$ cat src/hw/rtl/rlpm_pkg.sv
`default_nettype none
// ----------------------------------------------------------------------------
// rlpm_pkg
// Shared types and constants of the region luma peak meter.
// ----------------------------------------------------------------------------
package rlpm_pkg;

	localparam int CFG_IDX_W  = 3;
	localparam int CFG_DATA_W = 24;

	localparam logic [CFG_IDX_W-1:0] CFG_RED_WEIGHT    = 3'd0;
	localparam logic [CFG_IDX_W-1:0] CFG_GREEN_WEIGHT  = 3'd1;
	localparam logic [CFG_IDX_W-1:0] CFG_BLUE_WEIGHT   = 3'd2;
	localparam logic [CFG_IDX_W-1:0] CFG_REGION_SCALE  = 3'd3;
	localparam logic [CFG_IDX_W-1:0] CFG_OVERRIDE      = 3'd4;

	localparam logic [7:0]  RED_WEIGHT_RST   = 8'd77;
	localparam logic [7:0]  GREEN_WEIGHT_RST = 8'd150;
	localparam logic [7:0]  BLUE_WEIGHT_RST  = 8'd29;
	localparam logic [23:0] REGION_SCALE_RST = 24'd16384;
	localparam logic [15:0] OVERRIDE_RST     = 16'd0;

	localparam logic [1:0] TRI_BOTTOM = 2'd0;
	localparam logic [1:0] TRI_LEFT   = 2'd1;
	localparam logic [1:0] TRI_RIGHT  = 2'd2;
	localparam logic [1:0] TRI_TOP    = 2'd3;

	localparam int LUMA_W  = 18;
	localparam int SUM_W   = 32;
	localparam int PROD_W  = 56;
	localparam int LEVEL_W = 16;
	localparam int SCALE_SHIFT = 24;

	typedef struct packed {
		logic [7:0] red;
		logic [7:0] green;
		logic [7:0] blue;
		logic       hidden;
	} pix_t;

	typedef struct packed {
		logic [15:0] light_level;
		logic [15:0] frame_level;
	} res_t;

	typedef struct packed {
		logic [7:0]  red_weight;
		logic [7:0]  green_weight;
		logic [7:0]  blue_weight;
		logic [23:0] region_scale;
		logic [15:0] override_level;
	} cfg_t;

	typedef struct packed {
		logic accept;     // pixel taken this cycle
		logic mul;        // scale the selected triangle sum
		logic cmp;        // fold scaled level into the frame maximum
		logic hist_wr;    // store frame level into the ring
		logic peak_step;  // fold one ring slot into the peak
		logic finish;     // load result, advance slot and countdown unless hidden, clear sums
	} cmd_t;

	typedef struct packed {
		logic last_pix;
		logic tri_last;
		logic peak_last;
	} st_t;

endpackage
`default_nettype wire

$ cat src/hw/rtl/rlpm_ctrl.sv
`default_nettype none
// ----------------------------------------------------------------------------
// rlpm_ctrl
// Frame sequencer: pixel intake, frame-end scaling and peak search, result
// hand-off.
// ----------------------------------------------------------------------------
module rlpm_ctrl (
	input  wire logic          clk,
	input  wire logic          arst_n,
	input  wire logic          pix_valid,
	output logic               pix_ready,
	output logic               res_valid,
	input  wire logic          res_ready,
	input  wire rlpm_pkg::st_t st,
	output rlpm_pkg::cmd_t     cmd
);
	import rlpm_pkg::*;

	typedef enum logic [2:0] {
		S_ACCUM,
		S_FLUSH,
		S_MUL,
		S_CMP,
		S_HWR,
		S_PEAK,
		S_FINISH
	} state_t;

	state_t state_q;
	logic   res_valid_q;
	logic   fin_go;

	assign fin_go    = (state_q == S_FINISH) && (!res_valid_q || res_ready);
	assign pix_ready = (state_q == S_ACCUM);
	assign res_valid = res_valid_q;

	always_comb begin
		cmd           = '0;
		cmd.accept    = (state_q == S_ACCUM) && pix_valid;
		cmd.mul       = (state_q == S_MUL);
		cmd.cmp       = (state_q == S_CMP);
		cmd.hist_wr   = (state_q == S_HWR);
		cmd.peak_step = (state_q == S_PEAK);
		cmd.finish    = fin_go;
	end

	always_ff @(posedge clk or negedge arst_n) begin
		if (!arst_n) begin
			state_q     <= S_ACCUM;
			res_valid_q <= 1'b0;
		end else begin
			if (fin_go) begin
				res_valid_q <= 1'b1;
			end else if (res_ready) begin
				res_valid_q <= 1'b0;
			end
			case (state_q)
				S_ACCUM: begin
					if (pix_valid && st.last_pix) begin
						state_q <= S_FLUSH;
					end
				end
				// let the last pixel land in its sum
				S_FLUSH: state_q <= S_MUL;
				S_MUL:   state_q <= S_CMP;
				S_CMP: begin
					state_q <= st.tri_last ? S_HWR : S_MUL;
				end
				S_HWR: state_q <= S_PEAK;
				S_PEAK: begin
					if (st.peak_last) begin
						state_q <= S_FINISH;
					end
				end
				S_FINISH: begin
					if (fin_go) begin
						state_q <= S_ACCUM;
					end
				end
				default: state_q <= S_ACCUM;
			endcase
		end
	end

endmodule
`default_nettype wire

$ cat src/hw/rtl/rlpm_dp.sv
`default_nettype none
// ----------------------------------------------------------------------------
// rlpm_dp
// Datapath: luma weighting, triangle sums, level scaling, history ring and
// result register.
// ----------------------------------------------------------------------------
module rlpm_dp #(
	parameter int SIDE        = 64,
	parameter int HISTORY     = 2,
	parameter int DARK_FRAMES = 4
) (
	input  wire logic           clk,
	input  wire logic           arst_n,
	input  wire rlpm_pkg::cmd_t cmd,
	input  wire rlpm_pkg::pix_t pix,
	input  wire rlpm_pkg::cfg_t cfg,
	output rlpm_pkg::st_t       st,
	output rlpm_pkg::res_t      res
);
	import rlpm_pkg::*;

	localparam int IDX_W  = $clog2(SIDE);
	localparam int SLOT_W = (HISTORY > 1) ? $clog2(HISTORY) : 1;
	localparam logic [IDX_W-1:0]  LAST_IDX  = IDX_W'(SIDE - 1);
	localparam logic [SLOT_W-1:0] LAST_SLOT = SLOT_W'(HISTORY - 1);

	logic [IDX_W-1:0]   row_q, col_q;
	logic [LUMA_W-1:0]  luma_s1;
	logic [1:0]         tri_s1;
	logic               valid_s1;
	logic               hidden_q;
	logic [SUM_W-1:0]   sums_q [4];
	logic [1:0]         k_q;
	logic [PROD_W-1:0]  prod_q;
	logic [LEVEL_W-1:0] max_q;
	logic [LEVEL_W-1:0] hist_q [HISTORY];
	logic [SLOT_W-1:0]  slot_q;
	logic [SLOT_W-1:0]  j_q;
	logic [LEVEL_W-1:0] peak_q;
	logic [7:0]         cd_q;
	res_t               res_q;

	logic [IDX_W:0]     rc_sum;
	logic [IDX_W-1:0]   col_lim;
	logic [1:0]         tri_sel;
	logic [15:0]        p_r, p_g, p_b;
	logic [LUMA_W-1:0]  luma;
	logic [SUM_W:0]     acc;
	logic [SUM_W-1:0]   acc_sat;
	logic [PROD_W-SCALE_SHIFT-1:0] lv_wide;
	logic [LEVEL_W-1:0] lv;

	always_comb begin
		rc_sum  = {1'b0, row_q} + {1'b0, col_q};
		col_lim = LAST_IDX - row_q;
		if (col_q <= row_q && rc_sum >= {1'b0, LAST_IDX}) begin
			tri_sel = TRI_BOTTOM;
		end else if (col_q < row_q) begin
			tri_sel = TRI_LEFT;
		end else if (col_q > col_lim) begin
			tri_sel = TRI_RIGHT;
		end else begin
			tri_sel = TRI_TOP;
		end
	end

	assign p_r  = 16'(pix.red)   * 16'(cfg.red_weight);
	assign p_g  = 16'(pix.green) * 16'(cfg.green_weight);
	assign p_b  = 16'(pix.blue)  * 16'(cfg.blue_weight);
	assign luma = LUMA_W'(p_r) + LUMA_W'(p_g) + LUMA_W'(p_b);

	assign acc     = {1'b0, sums_q[tri_s1]} + (SUM_W+1)'(luma_s1);
	assign acc_sat = acc[SUM_W] ? {SUM_W{1'b1}} : acc[SUM_W-1:0];

	assign lv_wide = prod_q[PROD_W-1:SCALE_SHIFT];
	assign lv      = (|lv_wide[PROD_W-SCALE_SHIFT-1:LEVEL_W]) ? {LEVEL_W{1'b1}}
	                                                          : lv_wide[LEVEL_W-1:0];

	assign st.last_pix  = (row_q == LAST_IDX) && (col_q == LAST_IDX);
	assign st.tri_last  = (k_q == TRI_TOP);
	assign st.peak_last = (j_q == LAST_SLOT);
	assign res          = res_q;

	// pixel stage and raster counters
	always_ff @(posedge clk or negedge arst_n) begin
		if (!arst_n) begin
			row_q    <= '0;
			col_q    <= '0;
			valid_s1 <= 1'b0;
		end else begin
			valid_s1 <= cmd.accept;
			if (cmd.accept) begin
				if (col_q == LAST_IDX) begin
					col_q <= '0;
					row_q <= (row_q == LAST_IDX) ? '0 : row_q + 1'b1;
				end else begin
					col_q <= col_q + 1'b1;
				end
			end
		end
	end

	always_ff @(posedge clk) begin
		if (cmd.accept) begin
			luma_s1 <= luma;
			tri_s1  <= tri_sel;
			if (st.last_pix) begin
				hidden_q <= pix.hidden;
			end
		end
		if (cmd.mul) begin
			prod_q <= PROD_W'(sums_q[k_q]) * PROD_W'(cfg.region_scale);
		end
		if (cmd.cmp) begin
			if (k_q == TRI_BOTTOM || lv > max_q) begin
				max_q <= lv;
			end
		end
		if (cmd.hist_wr) begin
			peak_q <= '0;
		end else if (cmd.peak_step) begin
			if (hist_q[j_q] > peak_q) begin
				peak_q <= hist_q[j_q];
			end
		end
	end

	// triangle sums
	always_ff @(posedge clk or negedge arst_n) begin
		if (!arst_n) begin
			for (int i = 0; i < 4; i++) begin
				sums_q[i] <= '0;
			end
		end else if (cmd.finish) begin
			for (int i = 0; i < 4; i++) begin
				sums_q[i] <= '0;
			end
		end else if (valid_s1) begin
			sums_q[tri_s1] <= acc_sat;
		end
	end

	// frame-end sequencing counters, history ring, countdown, result
	always_ff @(posedge clk or negedge arst_n) begin
		if (!arst_n) begin
			k_q    <= '0;
			j_q    <= '0;
			slot_q <= '0;
			cd_q   <= 8'(DARK_FRAMES);
			for (int i = 0; i < HISTORY; i++) begin
				hist_q[i] <= '0;
			end
		end else begin
			if (cmd.cmp) begin
				k_q <= k_q + 1'b1;
			end
			if (cmd.peak_step) begin
				j_q <= st.peak_last ? '0 : j_q + 1'b1;
			end
			if (cmd.hist_wr) begin
				hist_q[slot_q] <= max_q;
			end
			if (cmd.finish && !hidden_q) begin
				slot_q <= (slot_q == LAST_SLOT) ? '0 : slot_q + 1'b1;
				if (cd_q != 8'd0) begin
					cd_q <= cd_q - 1'b1;
				end
			end
		end
	end

	always_ff @(posedge clk) begin
		if (cmd.finish) begin
			res_q.frame_level <= max_q;
			if (hidden_q) begin
				res_q.light_level <= '0;
			end else if (cd_q != 8'd0) begin
				res_q.light_level <= cfg.override_level;
			end else begin
				res_q.light_level <= peak_q;
			end
		end
	end

endmodule
`default_nettype wire

$ cat src/hw/rtl/region_luma_peak_meter.sv
`default_nettype none
// ----------------------------------------------------------------------------
// region_luma_peak_meter
// Per-frame luma level meter over four diagonal triangles with peak hold.
// ----------------------------------------------------------------------------
// Usage:
//   pix carries one RGB pixel per item, SIDE x SIDE items per frame in raster
//   order, row outer. Each pixel's weighted luma is added to its triangle.
//   res carries one item per frame: the scaled peak of the four triangles
//   (frame_level) and the reported light_level (history peak, zero when the
//   last pixel is hidden, override_level while the startup countdown runs).
//   cfg writes the weights, scale and override level; it is always ready.
// Throughput and frame end:
//   One pixel per cycle within a frame. After the last pixel the frame-end
//   sequence holds pix_ready low while it settles the last sum, scales each
//   triangle on the shared 32x24 multiplier and folds it into the frame
//   maximum, writes the ring, searches the ring slots for the peak and loads
//   the result. res_valid rises together with the result load.
// Reset:
//   Sums, counters and ring clear to zero, the countdown loads DARK_FRAMES,
//   registers take their defaults.
// Stall:
//   The result register holds one item; pixels of the next frame are taken
//   while it waits, and the next frame end waits until it is taken.
// ----------------------------------------------------------------------------
module region_luma_peak_meter #(
	parameter int SIDE        = 64,
	parameter int HISTORY     = 2,
	parameter int DARK_FRAMES = 4
) (
	input  wire logic                               clk,
	input  wire logic                               arst_n,
	input  wire logic                               pix_valid,
	output logic                                    pix_ready,
	input  wire rlpm_pkg::pix_t                     pix,
	output logic                                    res_valid,
	input  wire logic                               res_ready,
	output rlpm_pkg::res_t                          res,
	input  wire logic                               cfg_valid,
	output logic                                    cfg_ready,
	input  wire logic [rlpm_pkg::CFG_IDX_W-1:0]     cfg_index,
	input  wire logic [rlpm_pkg::CFG_DATA_W-1:0]    cfg_data
);
	import rlpm_pkg::*;

	cfg_t cfg_q;
	cmd_t cmd;
	st_t  st;

	assign cfg_ready = 1'b1;

	always_ff @(posedge clk or negedge arst_n) begin
		if (!arst_n) begin
			cfg_q.red_weight     <= RED_WEIGHT_RST;
			cfg_q.green_weight   <= GREEN_WEIGHT_RST;
			cfg_q.blue_weight    <= BLUE_WEIGHT_RST;
			cfg_q.region_scale   <= REGION_SCALE_RST;
			cfg_q.override_level <= OVERRIDE_RST;
		end else if (cfg_valid) begin
			case (cfg_index)
				CFG_RED_WEIGHT:   cfg_q.red_weight     <= cfg_data[7:0];
				CFG_GREEN_WEIGHT: cfg_q.green_weight   <= cfg_data[7:0];
				CFG_BLUE_WEIGHT:  cfg_q.blue_weight    <= cfg_data[7:0];
				CFG_REGION_SCALE: cfg_q.region_scale   <= cfg_data;
				CFG_OVERRIDE:     cfg_q.override_level <= cfg_data[15:0];
				default: ;  // drop writes beyond the register list
			endcase
		end
	end

	rlpm_ctrl u_ctrl (
		.clk       (clk),
		.arst_n    (arst_n),
		.pix_valid (pix_valid),
		.pix_ready (pix_ready),
		.res_valid (res_valid),
		.res_ready (res_ready),
		.st        (st),
		.cmd       (cmd)
	);

	rlpm_dp #(
		.SIDE        (SIDE),
		.HISTORY     (HISTORY),
		.DARK_FRAMES (DARK_FRAMES)
	) u_dp (
		.clk    (clk),
		.arst_n (arst_n),
		.cmd    (cmd),
		.pix    (pix),
		.cfg    (cfg_q),
		.st     (st),
		.res    (res)
	);

`ifndef SYNTH
	a_one_cmd: assert property (@(posedge clk) disable iff (!arst_n)
		$onehot0({cmd.accept, cmd.mul, cmd.cmp, cmd.hist_wr, cmd.peak_step, cmd.finish}))
		else $error("more than one datapath command in a cycle");

	a_stop_after_last: assert property (@(posedge clk) disable iff (!arst_n)
		(cmd.accept && st.last_pix) |=> !pix_ready)
		else $error("pixel intake continued past the frame end");

	a_res_from_finish: assert property (@(posedge clk) disable iff (!arst_n)
		$rose(res_valid) |-> $past(cmd.finish))
		else $error("result appeared without a frame finish");
`endif

endmodule
`default_nettype wire
$ cat config.mk
export PLATFORM = sky130hd
export DESIGN_NAME = region_luma_peak_meter
export DESIGN_NICKNAME = d
export VERILOG_FILES = /design/src/hw/rtl/rlpm_pkg.sv /design/src/hw/rtl/rlpm_ctrl.sv /design/src/hw/rtl/rlpm_dp.sv /design/src/hw/rtl/region_luma_peak_meter.sv
export SDC_FILE = /design/constraint.sdc
export NUM_CORES = 2
export LEC_CHECK = 0
export ABC_AREA = 1
export BUFFER_PORTS_ARGS = -buffer_cell sky130_fd_sc_hd__clkbuf_2
export CAP_MARGIN = 20
export CORE_UTILIZATION = 30
export CTS_CLUSTER_SIZE = 8
export DETAILED_ROUTE_END_ITERATION = 6
export GPL_TIMING_DRIVEN = 0
export PLACE_DENSITY = 0.5
export SKIP_CTS_REPAIR_TIMING = 1
export SYNTH_ARGS = -nofsm -noshare
export SYNTH_HDL_FRONTEND = slang
export SYNTH_SLANG_ARGS = --single-unit
$ cat constraint.sdc
create_clock -name clk -period 15.2 [get_ports clk]
set_input_delay 3.04 -clock clk [delete_from_list [all_inputs] [get_ports clk]]
set_output_delay 3.04 -clock clk [all_outputs]
set_load 0.1 [all_outputs]
==> flow_summary.yaml <==
layout:
  n_fill_cell: 17615
  drive_gt1_share_pct: 3.830
  final_common_cell: "nand2_1"
  nets: 7493
  mostFrequentLayoutCells: "1,445 x nand2_1, 1,380 x inv_1, 806 x fa_1"
  multiInputGateArea_sq_um: 33790
  regArea_sq_um: 9702
  area_growth_pct: 9.586
floorplan:
  die_area_sq_um: 167500
  die_x_um: 409.3
  placementRows: 149
  coreArea_sq_um: 164800
  io_pins: 92
  die-height_um: 409.3
  initial_core_util_pct: 30.19
routing:
  routedWlPerCell_um: 21.33
  drtIter0Drc: 3413
  post-route-drc-count: 0
  dr.pass1.iters: 6
  vias: 40990
  vias_per_cell: 4.816
  final_antenna_net_count: 0
  wirelength_um: 181600
job:
  maxCapViolCount: 0
timing:
  finalWorstSetupSlack_ns: 4.410
  setup_violations: 0
  layout_min_cycle_time_ns: 10.79
  fmax_mhz: 92.68
  fin_crit_sh_pct: 70.99
  slew_violations: 0
  grt_setup_unrepaired: "false"
  slew-limit-headroom_pct: 20.32
  timing.hold.ws_ns: 0.4419
  setup_tns_ns: 0
  hold_viol: 0
  worst_pin_slew_ns: 1.195
  clock_skew_ns: 0.03859
critical_path:
  crit_path_end_kind: "flop"
  start_kind: "primary input"
  reg2reg_from: "u_dp.k_q[0]$_DFFE_PN0N_"
  reg2reg_depth: 30
  critPathMaxFanout: 8
  crit_path_end: "u_dp.luma_s1[15]$_DFFE_PP_"
  regToRegSetupSlack_ns: 4.78
  worstPathArrival_ns: 11.20
  worstReg2RegEnd: "u_dp.prod_q[55]$_DFFE_PP_"
  required_ns: 15.61
  cp-startpoint: "pix[23]"
  path_class: "primary input to flop"
synthesis:
  synth-async-reset-ratio_pct: 68.38
  yosys.area.top_type_share_pct: 32.43
  synth_edf_count: 101
  synth.distinct_cells: 55
  netlist_area_sq_um: 49760
  yosysTopAreaCell: "fa_1"
  netlist_instances: 6152
  synth-seq-area-share_pct: 19.50
  ys_ff_latch: 370
  synth_flop_cell: "dfrtp_1"
  synth_area_leaders: "fa_1 32%, dfrtp_1 12%, nand2_1 11%"
  syn_nets: 7367
  syn_avg_cell_area_sq_um: 8.088
  ys_warn_count: 0
min_path:
  hp-class: "flop to flop"
  holdPathStages: 0
global_route:
  grt_pass1_vias: 42385
  grt_antenna_before_repair: 9
  grt_pass1_wl_um: 272100
  track_usage_pct: 21.74
  grt.overflow.total: 0
  grt_start_max_net_pins: 106
clocking:
  cts_max_level: 2
  clockRootBuffer: "clkbuf_16"
  numCtsBuffers: 53
  cts_tree: "yes"
  clk_pin_slew_ns: 0.06
  clock_path_buffers: 3
  numClockSinks: 370
  clkLatencyLatePin_ns: 0.62
outcome:
  run_status: "finished, final reports clean"
place:
  preCtsSetupSlack_ns: 3.734
  port_buffers: 66
  post-dp-hpwl_um: 148700
  gp_congestion: 0.9880
## state kept, by name, indices dropped and copies added, names as in the netlist
register / cells
u_dp.prod_q: 32
u_ctrl.state_q: 3
u_dp.res: 32
u_dp.valid_s1: 1
cfg_q: 64
u_dp.row_q: 6
u_dp.peak_q: 16
u_ctrl.res_valid: 1
u_dp.tri_s1: 2
u_dp.hist_q: 32
u_dp.cd_q: 8
u_dp.sums_q: 128
u_dp.luma_s1: 18
u_dp.hidden_q: 1
u_dp.slot_q: 1
u_dp.k_q: 2
u_dp.col_q: 6
u_dp.max_q: 16
u_dp.j_q: 1
## metal layers
layer | global-route usage [%] | part of all wire (%)
met5 | 0 | 0.012
met4 | 7.173 | 3.7
met3 | 3.767 | 7.1
met2 | 35.11 | 46
met1 | 29.37 | 43
## synthesized netlist by cell type, drive strengths merged, types with 4 or more instances
| cell | n |
|---|---|
| a21boi | 7 |
| o22ai | 7 |
| o21a | 7 |
| nor2 | 511 |
| edfxtp | 101 |
| a21o | 10 |
| o221ai | 19 |
| or2 | 34 |
| inv | 1389 |
| nor3 | 32 |
| clkbuf | 217 |
| xnor2 | 27 |
| nor4 | 11 |
| a31oi | 11 |
| dfrtp | 239 |
| a22oi | 19 |
| a211oi | 4 |
| fa | 806 |
| nand2 | 1469 |
| clkinv | 30 |
| a21oi | 243 |
| o21bai | 9 |
| o21ai | 346 |
| ha | 352 |
| o31ai | 4 |
| nand3b | 8 |
| buf | 22 |
| o211ai | 5 |
| dfstp | 14 |
| nand4 | 16 |
| nand3 | 104 |
| dfxtp | 16 |
| xor2 | 55 |
## worst max-delay path: stages
cell and delay (ns):
clkbuf_1 0.33, nand2_1 0.15, fa_1 0.54, fa_1 0.54, inv_1 0.05, fa_1 0.47, fa_1 0.54, fa_1 0.50
inv_1 0.05, fa_1 0.47, inv_1 0.04, ha_1 0.32, a21oi_1 0.16, a21boi_0 0.46, xnor2_1 0.16, ha_1 0.29
inv_1 0.05, fa_1 0.48, fa_1 0.50, fa_1 0.49, inv_1 0.04, ha_1 0.36, nand4_1 0.11, o221ai_1 0.30
a21boi_0 0.23, o21ai_0 0.24, xor2_1 0.28
## worst min path at each step
stage / startpoint / to / slack, ns
2_1_floorplan: u_dp.max_q[10]$_DFFE_PP_ / u_dp.res[10]$_DFFE_PP_ / 0.43
4_1_cts: u_dp.max_q[10]$_DFFE_PP_ / u_dp.res[10]$_DFFE_PP_ / 0.44
5_1_grt: u_dp.max_q[10]$_DFFE_PP_ / u_dp.res[10]$_DFFE_PP_ / 0.47
3_5_place_dp: u_dp.max_q[10]$_DFFE_PP_ / u_dp.res[10]$_DFFE_PP_ / 0.43
6_report: u_dp.max_q[10]$_DFFE_PP_ / u_dp.res[10]$_DFFE_PP_ / 0.44
3_3_place_gp: u_dp.max_q[9]$_DFFE_PP_ / u_dp.res[9]$_DFFE_PP_ / 0.44
## final cells by class
class | count | area share [%]
multi-input combinational | 4124 | 61.97
sequential | 370 | 17.79
inverter | 1419 | 9.768
tap | 2189 | 5.023
clock buffer | 92 | 2.777
buffer | 239 | 1.735
timing repair buffer | 71 | 0.8284
clock inverter | 3 | 0.08261
antenna | 4 | 0.01836
## logic make-up after synthesis
kind of cell	synth area share [%]
simple gates	17.59
buf+inv	12.61
xor+xnor	1.443
flops	19.50
compound gates	7.557
fa+ha+maj	41.28
mux	0.02012
other cells	0.007537
## through the flow
stage | cells | cell area, sq um | utilization (%)
after floorplan | 6152 | 49760 | -
after global placement | 8407 | 52830 | 32.05
after detailed placement | 8412 | 52960 | 32.13
after CTS | 8507 | 54520 | 33.08
after global routing | 8507 | 54520 | 33.08
final | 8511 | 54530 | 33.09
Power is left out: the tool's default activity adds up to more than one toggle a clock period on the data nets, which glitch-free logic cannot reach.
